File: config.mk
export PLATFORM = sky130hd
export DESIGN_NAME = plbc_queue
export DESIGN_NICKNAME = d
export VERILOG_FILES = /design/src/rtl/plbc_pkg.sv /design/src/rtl/plbc_queue.sv
export SDC_FILE = /design/constraint.sdc
export NUM_CORES = 1
export LEC_CHECK = 0
export ABC_AREA = 0
export ABC_CLOCK_PERIOD_IN_PS = 5100
export BUFFER_PORTS_ARGS = -buffer_cell sky130_fd_sc_hd__buf_2
export CORE_MARGIN = 5
export CORE_UTILIZATION = 56
export CTS_CLUSTER_SIZE = 28
export DETAILED_ROUTE_END_ITERATION = 16
export PLACE_DENSITY = 0.86
export SLEW_MARGIN = 25
export SYNTH_ARGS = -nofsm -noshare
export SYNTH_HDL_FRONTEND = slang
export SYNTH_SLANG_ARGS = --single-unit
File: constraint.sdc
create_clock -name clk -period 5.1 [get_ports clk]
set_input_delay 0.765 -clock clk [delete_from_list [all_inputs] [get_ports clk]]
set_output_delay 0.765 -clock clk [all_outputs]
set_load 0.05 [all_outputs]
File: src/rtl/plbc_pkg.sv
package plbc_pkg;

  localparam int NUM_COLUMNS_DEF = 128;
  localparam int NUM_PAGES_DEF   = 8;

  // widest page index (16 pages) and column index (256 columns)
  localparam int PAGE_W      = 4;
  localparam int COL_W       = 8;
  localparam int ADDR_FULL_W = 12;
  localparam int QUEUE_DEPTH = 2;

  localparam logic [7:0] CMD_PAGE      = 8'hb0;
  localparam logic [7:0] CMD_COL_HIGH  = 8'h10;
  localparam logic [7:0] COL_LOW_MASK  = 8'h0f;
  localparam int         ROWS_PER_PAGE = 8'h08;

  localparam logic REQ_WRITE = 1'b0;
  localparam logic REQ_CELL  = 1'b1;

  localparam logic [2:0] REG_SRC_COL    = 3'd0;
  localparam logic [2:0] REG_SRC_ROW    = 3'd1;
  localparam logic [2:0] REG_DST_COL    = 3'd2;
  localparam logic [2:0] REG_DST_ROW    = 3'd3;
  localparam logic [2:0] REG_BOX_WIDTH  = 3'd4;
  localparam logic [2:0] REG_BOX_HEIGHT = 3'd5;

  typedef enum logic {
    CMD_WRITE,
    CMD_CELL
  } cmd_kind_t;

  typedef struct packed {
    cmd_kind_t               kind;
    logic [ADDR_FULL_W-1:0]  addr_dst;
    logic [ADDR_FULL_W-1:0]  addr_s0;
    logic [ADDR_FULL_W-1:0]  addr_s1;
    logic                    ok_s0;
    logic                    ok_s1;
    logic [2:0]              shift;
    logic [7:0]              mask;
    logic [7:0]              wdata;
    logic [PAGE_W-1:0]       pg;
    logic [COL_W-1:0]        col;
    logic                    done;
  } cmd_t;

  typedef enum logic [2:0] {
    BK_IDLE,
    BK_PAGE,
    BK_COLH,
    BK_COLL,
    BK_DATA
  } back_state_t;

  typedef enum logic [1:0] {
    RD_IDLE,
    RD_DST,
    RD_SRC0,
    RD_SRC1
  } rd_phase_t;

endpackage

File: src/rtl/plbc_queue.sv
module plbc_queue (
  input  logic           clk,
  input  logic           rst,
  input  logic           push_en,
  input  plbc_pkg::cmd_t cmd_in,
  input  logic           pop_en,
  output logic           full,
  output logic           empty,
  output plbc_pkg::cmd_t cmd_out
);

  localparam int DEPTH = plbc_pkg::QUEUE_DEPTH;
  localparam int PTR_W = (DEPTH > 1) ? $clog2(DEPTH) : 1;
  localparam int CNT_W = $clog2(DEPTH + 1);

  plbc_pkg::cmd_t entries [DEPTH];
  logic [PTR_W-1:0] wr_ptr, rd_ptr;
  logic [CNT_W-1:0] count;
  logic do_push, do_pop;

  assign full    = count == CNT_W'(DEPTH);
  assign empty   = count == '0;
  assign do_push = push_en && !full;
  assign do_pop  = pop_en && !empty;
  assign cmd_out = entries[rd_ptr];

  always_ff @(posedge clk) begin
    if (rst) begin
      wr_ptr <= '0;
      rd_ptr <= '0;
      count  <= '0;
    end else begin
      if (do_push) begin
        wr_ptr <= (wr_ptr == PTR_W'(DEPTH - 1)) ? '0 : wr_ptr + 1'b1;
      end
      if (do_pop) begin
        rd_ptr <= (rd_ptr == PTR_W'(DEPTH - 1)) ? '0 : rd_ptr + 1'b1;
      end
      if (do_push && !do_pop) begin
        count <= count + 1'b1;
      end else if (do_pop && !do_push) begin
        count <= count - 1'b1;
      end
    end
  end

  always_ff @(posedge clk) begin
    if (do_push) begin
      entries[wr_ptr] <= cmd_in;
    end
  end

endmodule

### Yosys cells after proc, flatten, opt, wreduce, memory -nomap -nowiden

Memories as Yosys holds them, arrays and structs flattened. A register that Yosys moved wholly into a read port is not among the register bits.
Index checks and enable logic that the tools add are counted.

* reductions and logical operators: 10
* muxes and demuxes: 8
* add/sub/neg operators: 4
* equal/unequal tests: 1

Operator list (number)
* $mux W1: 6
* $logic_and A1 B1 Y1: 4
* $logic_not A1 Y1: 4
* $mux W2: 2
* $add A1 B1 Y1 const B: 2
* $add A2 B1 Y2 const B: 1
* $eq A2 B2 Y1 const B: 1
* $logic_not A2 Y1: 1
* $reduce_bool A2 Y1: 1
* $sub A2 B1 Y2 const B: 1

* flip-flop bits (word level): 4
* memories kept: 1
* RAM bits: 142
* word-level logic and storage cells: 27

Memories
* entries: words 2, width 71, read ports 1, clocked after Yosys merged registers in 1, write ports 1, RTL line plbc_queue.sv:16 `plbc_pkg::cmd_t entries [DEPTH];`

### Longest topological paths before layout

* depth in word-level cells: 7
* gate-level depth with buffers: 6
* gate-level depth less buffers: 6

### Least setup slack after synthesis

OpenSTA, ideal clock, no wires.

* kind: input-to-reg
* from: in push_en
* to: mem entries[1][0] (netlist bit) (enable)
* setup slack: 2.042 ns
* cell stages on the path: 3
* required time: 4.663 ns
* arrival time: 2.621 ns
* cells stage by stage: inv_1 -> nor2_1 -> and2_1

* word-level cells in the longest chain between the ends: 3

Ends and longest elaborated chain
* from (decl): RTL line plbc_queue.sv:4 `input logic push_en,`
* $logic_and A1 B1 Y1: RTL line plbc_queue.sv:23 `assign do_push = push_en && !full;`
* via do_push: RTL line plbc_queue.sv:19 `logic do_push, do_pop;`
* $mux W1: RTL line plbc_queue.sv:48 `if (do_push) begin`
* $mux W1 (implied by the code): RTL line plbc_queue.sv:49 `entries[wr_ptr] <= cmd_in;`
* to (decl): RTL line plbc_queue.sv:16

The timed path passes the listed nets, and every way through them passes these cells.

==> impl_results.md <==
- Resize count post-CTS: 0
- TritonCTS Buffers: 17
- Yosys warning count: 0
- Gr usage total: 16.4%
- Number of distinct standard cells referenced by the synthesized netlist: 13
- Initial antenna violation count: 0
- CTS Root Cell: sky130_fd_sc_hd__clkbuf_8
- # hold bufs at CTS: 0
- Cell Pwr Density: 607 mW/mm²
- Share of the cycle needed by the critical path after routing: 56.5%
- Maximum number of pins on one net before global-route repair: 72
- Critical path capture point type: primary output
- Final clock skew: 0.00869 ns
- Most common library cell in the layout ignoring fill and taps: sky130_fd_sc_hd__buf_2
- Simple-Gate Fraction of Synth Area: 0.870%
- Status: finished, final reports clean
- Floorplan die width: 107 µm
- Via count: 2,734
- Number of endpoints failing setup at the final stage: 0
- Worst slew margin relative to its limit: 37.0%
- Max clock buf depth: 2
- Die Height: 107 µm
- RSZ-0062 raised after global routing: no
- Mean instance size in the synthesized netlist: 21.6 µm²
- Post-layout net count: 481
- Final hold violation count: 0
- Minimum period implied by the final worst setup slack: 2.88 ns
- Layout Cell Area excl Fill: 0.00677 mm²
- Number of I/O port buffers: 147
- Parity-gate share of the synthesized area counting xor and xnor cells: 0.494%
- Max-capacitance violation count: 0
- Finished Layout Cells: 547
- Number of cells in the design after placement: 515
- Post-CTS setup buffer count: 0
- Area added between synthesis and finish: 27.1%
- Row cnt: 35
- Switching share of power: 37.0%
- Worst VDD drop: 528 µV
- Global-route wire length before repair: 14,300 µm
- WP data arrival: 2.12 ns
- TritonCTS clock tree: built
- Path type of the worst setup path: reg2out
- Highest achievable clock rate: 347 MHz
- Cell Area, Synth: 0.00532 mm²
- Fraction of the mapped netlist area in adder cells: 0.235%
- Vias in the first global route: 2,924
- Maximum cell stage delay along the critical path: 0.96 ns
- Power share of the combinational group: 31.7%
- Placement-stage cell area: 0.00619 mm²
- Peak fanout along the critical path: 71
- Synth Instances: 246
- Number of diodes: 0
- DIE AREA: 0.0116 mm²
- Relative contribution of sequential cells to total power: 39.9%
- Clock network latency to the later pin of the worst-skew pair: 0.50 ns
- Top library cells by usage in the layout, fill and taps aside: sky130_fd_sc_hd__buf_2, sky130_fd_sc_hd__edfxtp_1, sky130_fd_sc_hd__mux2_2
- Boundary pin count: 148
- Mux contribution to synthesized area: 15.0%
- CP bufs+invs: 1
- Sequential-to-total area share from yosys stat: 82.0%
- Count of state elements after synthesis: 147
- Sum of internal, switching and leakage power: 4.11 mW
- Core Region: 0.00924 mm²
- Number of clock sinks seen by CTS: 147
- Pins over their slew limit: 0
- Post-route DRC: 0
- Clock network power share: 28.4%
- Number of fill cells: 560
- Sw power: 1.52 mW
- Utilization after layout: 73.2%
- Synthesized net count: 322
- Effective utilization at floorplan: 57.6%
- Post-route ant nets: 0
- Startpoint type of the worst setup path: register
- Final-layout setup total negative slack: 0 ns
- Internal power of the cells: 2.59 mW
- Cell with the largest stage delay on the worst path: sky130_fd_sc_hd__dfxtp_4
- Worst-path clk slew: 0.06 ns
- HPWL after DPL: 5870 µm
- H-tree lvl count: 4
- Worst Max-Slew Pin Slew: 0.945 ns
- Post-detailed-routing wire length: 9150 µm
- Cell family contributing the most delay on the critical path: flip-flops
- RePlAce Congestion: 0.720
- Hold Crit Class: in2reg
- Sequence of cells on the critical path: mux2_2 > buf_2
- Fraction of layout cells with a size suffix above 1: 60.3%
- Wire length per cell: 16.7 µm
- Total global routing overflow: 0
- Main combinational cell family by area after synthesis: multiplexers
- Fraction of the mapped netlist area in compound gates: 0.470%
- DRT Pass-1 Iters: 4
- Leakage dissipation: 2.54 nW
- Avg Vias per Cell: 5.00
- Worst EP required: 4.34 ns
- Drt initial violations: 105
## synth_stat cells
cell | number | area share, %
sky130_fd_sc_hd__xor2_1 | 3 | 0.49
sky130_fd_sc_hd__or3_1 | 2 | 0.24
sky130_fd_sc_hd__a21oi_1 | 2 | 0.19
sky130_fd_sc_hd__inv_1 | 2 | 0.14
sky130_fd_sc_hd__dfxtp_1 | 5 | 1.9
sky130_fd_sc_hd__and2_1 | 1 | 0.12
sky130_fd_sc_hd__edfxtp_1 | 142 | 80
sky130_fd_sc_hd__nor2b_2 | 1 | 0.16
sky130_fd_sc_hd__buf_2 | 8 | 0.75
sky130_fd_sc_hd__mux2_2 | 71 | 15
sky130_fd_sc_hd__nor2_1 | 5 | 0.35
sky130_fd_sc_hd__o21ai_0 | 3 | 0.28
sky130_fd_sc_hd__ha_1 | 1 | 0.24
## per-stage QoR
step / hold WS [ns] / setup WS, ns
3_5_place_dp: 0.501 / 2.51
6_report: 0.447 / 2.22
4_1_cts: 0.426 / 2.16
5_1_grt: 0.419 / 2.08
2_1_floorplan: 0.452 / 2.04
3_3_place_gp: 0.470 / 2.23
## power by group through the flow
stage                     logic (mW)  clock network (mW)  registers, mW
final                           1.30                1.17           1.64
after global routing            1.36                1.25           1.66
after CTS                       1.31                1.19           1.64
after detailed placement        1.30                   0           1.67
after global placement          1.29                   0           1.66
after floorplan                 1.10                   0           1.58
## final timing paths
kind / startpoint / to / slack, ns / depth (start not counted)
setup reg to reg: count[0] / entries[0][19] / 2.92 / 4
hold / removal: cmd_in[34] / entries[1][34] / 0.45 / 1
setup / recovery: register / cmd_out[2] / 2.22 / 2
hold reg to reg: rd_ptr / rd_ptr / 0.52 / 2
## cells by family after synthesis
logic type / count (synthesis)
AND/OR/NAND/NOR: 9
flip-flops: 147
multiplexers: 71
XOR/XNOR: 3
adder cells (fa/ha/maj): 1
AO/OA/AOI/OAI: 5
buffers and inverters: 10
## sequential cells by signal, indices dropped and copies added, names as in the netlist, named ones only
signal,count
wr_ptr,1
rd_ptr,1
entries,142
count,2
## cell type report
| type | count | area, µm² | area share, % |
|---|---|---|---|
| clock inverter | 14 | 153 | 2.26 |
| sequential | 147 | 4370 | 64.6 |
| inverter | 2 | 10.0 | 0.148 |
| multi-input combinational | 89 | 912 | 13.5 |
| timing repair buffer | 148 | 743 | 11.0 |
| clock buffer | 18 | 418 | 6.18 |
| tap | 129 | 161 | 2.39 |
## layer usage
| metal | GRT usage (%) | share of wire (%) | vias up |
|---|---|---|---|
| met1 | 20.0 | 41 | 1341 |
| met4 | 6.31 | 1.4 | 0 |
| met5 | 0 | 0 | - |
| met3 | 5.64 | 7.2 | 12 |
| met2 | 26.9 | 50 | 95 |
| li1 | - | - | 1286 |
Power figures use the tool's default switching activity.
