===== src/rtl/plbc_pkg.sv =====
package plbc_pkg;

  localparam int NUM_COLUMNS_DEF = 128;
  localparam int NUM_PAGES_DEF   = 8;

  // widest page index (16 pages) and column index (256 columns)
  localparam int PAGE_W      = 4;
  localparam int COL_W       = 8;
  localparam int ADDR_FULL_W = 12;
  localparam int QUEUE_DEPTH = 2;

  localparam logic [7:0] CMD_PAGE      = 8'hb0;
  localparam logic [7:0] CMD_COL_HIGH  = 8'h10;
  localparam logic [7:0] COL_LOW_MASK  = 8'h0f;
  localparam int         ROWS_PER_PAGE = 8'h08;

  localparam logic REQ_WRITE = 1'b0;
  localparam logic REQ_CELL  = 1'b1;

  localparam logic [2:0] REG_SRC_COL    = 3'd0;
  localparam logic [2:0] REG_SRC_ROW    = 3'd1;
  localparam logic [2:0] REG_DST_COL    = 3'd2;
  localparam logic [2:0] REG_DST_ROW    = 3'd3;
  localparam logic [2:0] REG_BOX_WIDTH  = 3'd4;
  localparam logic [2:0] REG_BOX_HEIGHT = 3'd5;

  typedef enum logic {
    CMD_WRITE,
    CMD_CELL
  } cmd_kind_t;

  typedef struct packed {
    cmd_kind_t               kind;
    logic [ADDR_FULL_W-1:0]  addr_dst;
    logic [ADDR_FULL_W-1:0]  addr_s0;
    logic [ADDR_FULL_W-1:0]  addr_s1;
    logic                    ok_s0;
    logic                    ok_s1;
    logic [2:0]              shift;
    logic [7:0]              mask;
    logic [7:0]              wdata;
    logic [PAGE_W-1:0]       pg;
    logic [COL_W-1:0]        col;
    logic                    done;
  } cmd_t;

  typedef enum logic [2:0] {
    BK_IDLE,
    BK_PAGE,
    BK_COLH,
    BK_COLL,
    BK_DATA
  } back_state_t;

  typedef enum logic [1:0] {
    RD_IDLE,
    RD_DST,
    RD_SRC0,
    RD_SRC1
  } rd_phase_t;

endpackage


===== src/rtl/plbc_front.sv =====
module plbc_front #(
  parameter int NUM_COLUMNS = plbc_pkg::NUM_COLUMNS_DEF,
  parameter int NUM_PAGES   = plbc_pkg::NUM_PAGES_DEF
) (
  input  logic                clk,
  input  logic                rst,
  input  logic                push,
  input  logic                q_full,
  input  logic                req_type,
  input  logic [2:0]          page,
  input  logic [6:0]          column,
  input  logic [7:0]          data,
  input  logic                cfg_we,
  input  logic [2:0]          cfg_index,
  input  logic [7:0]          cfg_data,
  output logic                q_push,
  output plbc_pkg::cmd_t      q_cmd
);

  localparam int AFW = plbc_pkg::ADDR_FULL_W;
  localparam int PW  = plbc_pkg::PAGE_W;

  function automatic logic [AFW-1:0] addr_of(input logic [PW-1:0] pg,
                                              input logic [7:0] cl);
    return AFW'(pg) * AFW'(NUM_COLUMNS) + AFW'(cl);
  endfunction

  logic [6:0] src_col, dst_col;
  logic [5:0] src_row, dst_row;
  logic [7:0] box_width;
  logic [6:0] box_height;
  logic [7:0] cursor_col, cursor_col_next;
  logic [PW-1:0] cursor_page, cursor_page_next;

  logic        accept, wr_ok, box_empty, cfg_hit;
  logic [8:0]  col_room, ncols;
  logic [2:0]  pstart;
  logic [7:0]  bottom;
  logic [4:0]  pend_true, pend, npages, x5, cp_inc;
  logic        wrap, scol_ok, sp0_ok, sp1_ok;
  logic [7:0]  cc, col;
  logic [8:0]  scol, cc_inc;
  logic [PW-1:0] cp, x;
  logic [2:0]  first, stop;
  logic signed [8:0] d;
  logic signed [5:0] sp0, sp1;
  logic        last_page, last_col;

  assign accept  = push && !q_full;
  assign cfg_hit = cfg_we && (cfg_index <= plbc_pkg::REG_BOX_HEIGHT);

  always_comb begin
    col_room  = 9'(NUM_COLUMNS) - {2'b0, dst_col};
    ncols     = ({1'b0, box_width} < col_room) ? {1'b0, box_width} : col_room;
    pstart    = dst_row[5:3];
    bottom    = {2'b0, dst_row} + {1'b0, box_height} - 8'd1;
    pend_true = bottom[7:3];
    pend      = (pend_true > 5'(NUM_PAGES - 1)) ? 5'(NUM_PAGES - 1) : pend_true;
    npages    = pend - {2'b0, pstart} + 5'd1;
    box_empty = (box_width == 8'd0) || (box_height == 7'd0) ||
                ({2'b0, dst_col} >= 9'(NUM_COLUMNS)) ||
                ({2'b0, pstart} >= 5'(NUM_PAGES));

    // restart from the first cell once the cursor falls outside the box
    wrap = ({1'b0, cursor_col} >= ncols) || ({1'b0, cursor_page} >= npages);
    cc   = wrap ? 8'd0 : cursor_col;
    cp   = wrap ? '0 : cursor_page;

    x5      = {2'b0, pstart} + {1'b0, cp};
    x       = x5[PW-1:0];
    col     = {1'b0, dst_col} + cc;
    scol    = {2'b0, src_col} + {1'b0, cc};
    scol_ok = scol < 9'(NUM_COLUMNS);

    first = (x5 == {2'b0, pstart}) ? dst_row[2:0] : 3'd0;
    stop  = (x5 == pend_true) ? bottom[2:0] : 3'd7;

    // source row of destination bit 0 of this page; may sit above row 0
    d   = $signed({3'b0, src_row}) + $signed({2'b0, x, 3'b0}) - $signed({3'b0, dst_row});
    sp0 = d[8:3];
    sp1 = sp0 + 6'sd1;
    sp0_ok = !sp0[5] && ({1'b0, sp0[4:0]} < 6'(NUM_PAGES)) && scol_ok;
    sp1_ok = !sp1[5] && ({1'b0, sp1[4:0]} < 6'(NUM_PAGES)) && scol_ok;

    cp_inc    = {1'b0, cp} + 5'd1;
    cc_inc    = {1'b0, cc} + 9'd1;
    last_page = cp_inc >= npages;
    last_col  = cc_inc >= ncols;

    wr_ok = ({2'b0, page} < 5'(NUM_PAGES)) && ({2'b0, column} < 9'(NUM_COLUMNS));

    q_cmd = '0;
    if (req_type == plbc_pkg::REQ_WRITE) begin
      q_cmd.kind     = plbc_pkg::CMD_WRITE;
      q_cmd.addr_dst = addr_of(PW'(page), {1'b0, column});
      q_cmd.wdata    = data;
      q_push         = accept && wr_ok;
    end else begin
      q_cmd.kind     = plbc_pkg::CMD_CELL;
      q_cmd.addr_dst = addr_of(x, col);
      q_cmd.addr_s0  = sp0_ok ? addr_of(sp0[PW-1:0], scol[7:0]) : '0;
      q_cmd.addr_s1  = sp1_ok ? addr_of(sp1[PW-1:0], scol[7:0]) : '0;
      q_cmd.ok_s0    = sp0_ok;
      q_cmd.ok_s1    = sp1_ok;
      q_cmd.shift    = d[2:0];
      q_cmd.mask     = (8'hff << first) & (8'hff >> (3'd7 - stop));
      q_cmd.pg       = x;
      q_cmd.col      = col;
      q_cmd.done     = last_page && last_col;
      q_push         = accept && !box_empty;
    end

    cursor_col_next  = cursor_col;
    cursor_page_next = cursor_page;
    if (cfg_hit) begin
      cursor_col_next  = '0;
      cursor_page_next = '0;
    end else if (accept && req_type == plbc_pkg::REQ_CELL && !box_empty) begin
      if (last_page) begin
        cursor_page_next = '0;
        cursor_col_next  = last_col ? 8'd0 : cc_inc[7:0];
      end else begin
        cursor_page_next = cp_inc[PW-1:0];
        cursor_col_next  = cc;
      end
    end
  end

  always_ff @(posedge clk) begin
    if (rst) begin
      src_col     <= '0;
      src_row     <= '0;
      dst_col     <= '0;
      dst_row     <= '0;
      box_width   <= 8'd1;
      box_height  <= 7'd1;
      cursor_col  <= '0;
      cursor_page <= '0;
    end else begin
      cursor_col  <= cursor_col_next;
      cursor_page <= cursor_page_next;
      if (cfg_we) begin
        unique case (cfg_index)
          plbc_pkg::REG_SRC_COL:    src_col    <= cfg_data[6:0];
          plbc_pkg::REG_SRC_ROW:    src_row    <= cfg_data[5:0];
          plbc_pkg::REG_DST_COL:    dst_col    <= cfg_data[6:0];
          plbc_pkg::REG_DST_ROW:    dst_row    <= cfg_data[5:0];
          plbc_pkg::REG_BOX_WIDTH:  box_width  <= cfg_data;
          plbc_pkg::REG_BOX_HEIGHT: box_height <= cfg_data[6:0];
          default: ;
        endcase
      end
    end
  end

endmodule


===== config.mk =====
export PLATFORM = sky130hd
export DESIGN_NAME = plbc_front
export DESIGN_NICKNAME = d
export VERILOG_FILES = /design/src/rtl/plbc_pkg.sv /design/src/rtl/plbc_front.sv
export SDC_FILE = /design/constraint.sdc
export NUM_CORES = 1
export LEC_CHECK = 0
export ABC_AREA = 1
export BUFFER_PORTS_ARGS = -buffer_cell sky130_fd_sc_hd__buf_2
export CAP_MARGIN = 40
export CORE_ASPECT_RATIO = 1.5
export CORE_MARGIN = 1.5
export CORE_UTILIZATION = 60
export DETAILED_ROUTE_END_ITERATION = 6
export HOLD_SLACK_MARGIN = 0.03
export PLACE_DENSITY = 0.85
export SLEW_MARGIN = 10
export SYNTH_ARGS = -nofsm -noshare
export SYNTH_HDL_FRONTEND = slang
export SYNTH_SLANG_ARGS = --single-unit

===== constraint.sdc =====
create_clock -name clk -period 19.65 [get_ports clk]
set_input_delay 0 -clock clk [delete_from_list [all_inputs] [get_ports clk]]
set_output_delay 0 -clock clk [all_outputs]
set_load 0.01 [all_outputs]

# After elaboration in Yosys (flattened, before gate mapping)

Cells that the tools add are included.
Widths: inputs -> output; s select.

Bits in registers: 53
Output and inout port bits: 72
Logic and storage cells: 88

$add $sub $neg: 18
Shifts and indexed selects: 2
Reductions and logical operators: 26
Magnitude comparators: 10
Equality and inequality tests: 7
Bitwise gates (word level): 1
Multiplexer cells: 16

Operators with widths:

| kind                | count |
|---|---|
| $mux 37             | 1 |
| $add 11x8->12       | 3 |
| $mux 8              | 4 |
| $mux 13             | 2 |
| $mux 12             | 2 |
| $add 6x7->8         | 2 |
| $reduce_and 2->1    | 6 |
| $add 10x7->11       | 1 |
| $logic_and 1x1->1   | 10 |
| $lt 5x4->1 const B  | 2 |
| $add 7x8->9         | 1 |
| $add 8x1->9 const B | 1 |
| $ge 8x9->1          | 1 |
| $ge 9x9->1          | 1 |
| $lt 8x9->1          | 1 |
| $lt 9x8->1 const B  | 1 |
| $mux 9              | 1 |
| $sub 8x6->9         | 1 |
| $sub 8x7->9 const A | 1 |
| $add 7x8->8         | 1 |
| $and 8x8->8         | 1 |
| $logic_not 8->1     | 1 |
| $mux 4              | 2 |
| $shl 8x3->8 const A | 1 |
| 25 further kinds    | 32 |

# Depth between registers and ports, before layout

Depth in word-level cells: 18
Mapped depth: 50
Mapped depth without buffers: 48

# Worst setup path before layout

No wires, ideal clock.

Kind: register to output
From: reg dst_row[1]
To: out q_cmd[36] (netlist name)
Path buffers: 2
Arrival: 7,566 ps
Path slack: 12,084 ps
Stages on the path, launching flop included: 46
Data required time: 19,650 ps
Cell sequence: dfxtp_1 > inv_1 > ha_1 > inv_1 > ha_1 > inv_1 > fa_1 > o31ai_1 > a21oi_1 > nor2_1 > nor2_1 > xor2_1 > nand2_1 > inv_1 > nand2_1 > ha_1 > ha_1 > xnor2_1 > [10 not listed] > ha_1 > fa_1 > fa_1 > ha_1 > inv_1 > nor2_1 > o21ai_0 > nand2_1 > nor2_1 > nand2_1 > nor2_1 > inv_1 > nand2_1 > o211ai_1 > nor2_1 > nand3_1 > buf_2 > nor2_1

RTL lines:

| element                  | line              | text |
|---|---|---|
| start: declaration       | plbc_front.sv:29  | `logic [5:0] src_row, dst_row;` |
| start signal: assignment | plbc_front.sv:147 | `plbc_pkg::REG_DST_ROW: dst_row <= cfg_data[5:0];` |
| end: declaration         | plbc_front.sv:17  | `output plbc_pkg::cmd_t q_cmd` |

==> results.cfg <==
[synthesis]
yosys_warnings = 0
synthArstFlopShare_pct = 0
synthDominantAreaCellType = dfxtp_1
synth_top_area_share_pct = 18.0
yosysUniqueCellTypes = 49
post-synth-top-count-cell = inv_1
ys_seq_area_share_pct = 18.0
ys_ff_latch = 53
syn-cell-area_sq_mm = 0.00591
synth_edf_count = 0
synth.avg_cell_area_sq_um = 6.47
synthFlopType = dfxtp_1
syn_inst = 913
synthTopCellsByCount = inv_1 (173), nor2_1 (128), nand2_1 (126), ha_1 (83), o21ai_0 (76)
synthTopCellsByArea = dfxtp_1 (18%), ha_1 (18%), inv_1 (11%)

[grt]
grt_usage_pct = 30.6
overflow = 0
grt_max_degree = 31
grt_pass1_vias = 5884
antenna_found_initial = 0
grt_pass1_wl_um = 26100

[critical_path]
r2r.worst_path.cells = 38
required_ns = 19.65
critPathLaunch = dst_row[1]
cp_common_cell = inv_1
critPathMaxStageDelay_ns = 0.50
cp-end-kind = output pin
worstReg2RegStart = dst_row[1]
worstSetupStartpointType = register
crit_end = q_cmd[40]
slowest_stage = fa_1
rrSetupSlack_ns = 12.57
critPathKind = register to output pin
cp_max_fo = 12
worstReg2RegEnd = cursor_col[2]
crit_arrival_ns = 8.91

[pwr]
vdd_drop_max_mv = 0.0537
p_leak_nw = 3.66
power.density_mw_per_mm2 = 66.7

[floorplanning]
ioPinCount = 107
coreArea_sq_mm = 0.00963
die_area_sq_mm = 0.0105
start_util_pct = 61.3
die_height_um = 125
die_x_um = 84.0
rows = 44

[sta]
tightest_slew_ns = 0.719
report.final.slew_viol_count = 0
setup_viol = 0
finalHoldWorstSlack_ns = 0.0473
hold_violations = 0
fin_setup_tns_ns = 0
finalCriticalPeriod_ns = 8.91
rsz0062_at_grt = no
relSlewSlack_pct = 51.6
fmax_mhz = 112
skew_ns = 0.00843
fin_ws_ns = 10.74
period_share_pct = 45.4

[clocking]
cts_max_level = 2
clockBufferDepth = 2
clock_tree.root_cell = clkbuf_16
cts.sinks = 53
clock_latency_ns = 0.30
clk_pin_slew_worst_paths_ns = 0.07
cts_buffers = 5
cts_resized = 0
postCtsSetupRepairBufs = 0
cts_tree = built
hold_buffers = 3

[detailed_routing]
drc = 0
via_count = 6138
dr.pass1.iters = 5
route.detailed.wl_per_inst_um = 14.1
finalWirelength_um = 15900
ant_nets = 0
detail_route.vias_per_cell = 5.45
initialDrtViolationCount = 300

[layout]
nNetsFinal = 1136
final_util_pct = 69.4
final_layout_size_suffix_gt1_share_pct = 16.1
area_growth_pct = 13.1
multi_input_area_sq_mm = 0.00409
antenna_cells = 0
ff_latch_area_sq_mm = 0.00106
n_fill_cell = 837

[placement]
pre_cts_ws_ns = 11.14
io_buffers = 104
dp_hpwl_um = 12800
routabilityCongestion = 0.953

[outcome]
status = completed

[flow_run]
cap_violations = 0

[min_path]
hp-class = input pin to register
## worst min-delay path by stage
stage,cells past startpoint,from,slack (ns),to
6_report,3,cfg_data[3],0.05,src_row[3]
3_5_place_dp,3,cfg_data[7],0.23,box_width[7]
4_1_cts,3,cfg_data[3],0.04,src_row[3]
3_3_place_gp,3,cfg_data[7],0.23,box_width[7]
5_1_grt,3,cfg_data[4],0.06,box_width[4]
2_1_floorplan,2,data[0],0.08,q_cmd[13]
## cell families (layout without fill, tap and decap cells)
logic type                 Yosys count  count (layout)  synth area share, %
xor gates and xnor gates            31              31                 4.72
adders and majority gates           90              90                 19.9
buffers and inverters              197             295                 12.9
and+or+nand+nor                    365             365                 28.0
AOI/OAI and AO/OA                  175             175                 16.3
other                                2               3                0.127
DFF                                 53              53                 18.0
## area by class of cell
cell class                      instances  share of cell area, %
Multi-Input combinational cell        664                   61.1
Tap cell                              115                   2.15
Clock buffer                            5                   1.87
Sequential cell                        53                   15.9
Inverter                              177                   9.94
Timing Repair Buffer                  110                   8.69
Clock inverter                          3                  0.318
## registers in the layout (all words and copies together), names as in the netlist
register and flops:
src_row 6, cursor_col 8, box_width 8, dst_col 7
box_height 7, cursor_page 4, dst_row 6, src_col 7
## power breakdown
| group | total [mW] | internal, mW | switching (mW) |
|---|---|---|---|
| Sequential | 0.115 | 0.111 | 0.00387 |
| Combinational | 0.239 | 0.0843 | 0.155 |
| Clock | 0.0919 | 0.0476 | 0.0443 |
| Total | 0.446 | 0.243 | 0.203 |
## worst max-delay path: cells and delay by family, from the launching register on
| family | cells | cell delay [ns] |
|---|---|---|
| AOI/OAI and AO/OA | 7 | 1.32 |
| DFF | 1 | 0.33 |
| buffers and inverters | 11 | 0.92 |
| and+or+nand+nor | 15 | 2.34 |
| adders and majority gates | 10 | 2.98 |
| xor gates and xnor gates | 3 | 0.70 |
## stage by stage
step	area (sq um)	instances	total power, mW
2_1_floorplan	5910	914	0.299
3_3_place_gp	6490	1115	0.347
3_5_place_dp	6510	1116	0.352
4_1_cts	6680	1127	0.443
5_1_grt	6680	1127	0.481
6_report	6680	1127	0.446
## routing by layer
metal | GRT usage, % | vias up | share of wire (%)
met1 | 31.5 | 2756 | 38
met3 | 3.25 | 65 | 4.5
li1 | - | 3108 | -
met4 | 20.0 | 0 | 6.8
met2 | 56.9 | 209 | 51
met5 | 0 | - | 0
## cell usage in the layout, fill, tap and decap left out, types with 4 or more instances in the layout
cell type    n
nor3_1       8
xnor2_1      9
nand4_1     11
buf_2      104
or2_2        4
fa_1         7
clkbuf_16    5
a21oi_1     65
xor2_1      21
nand2_1    126
o21ai_1      5
o21ai_0     76
nand3_1     40
nand2_2     10
dfxtp_1     53
nor2_2      19
o21bai_1    11
inv_1      173
nor2_1     128
ha_1        83
(Power assumes the default switching activity.)
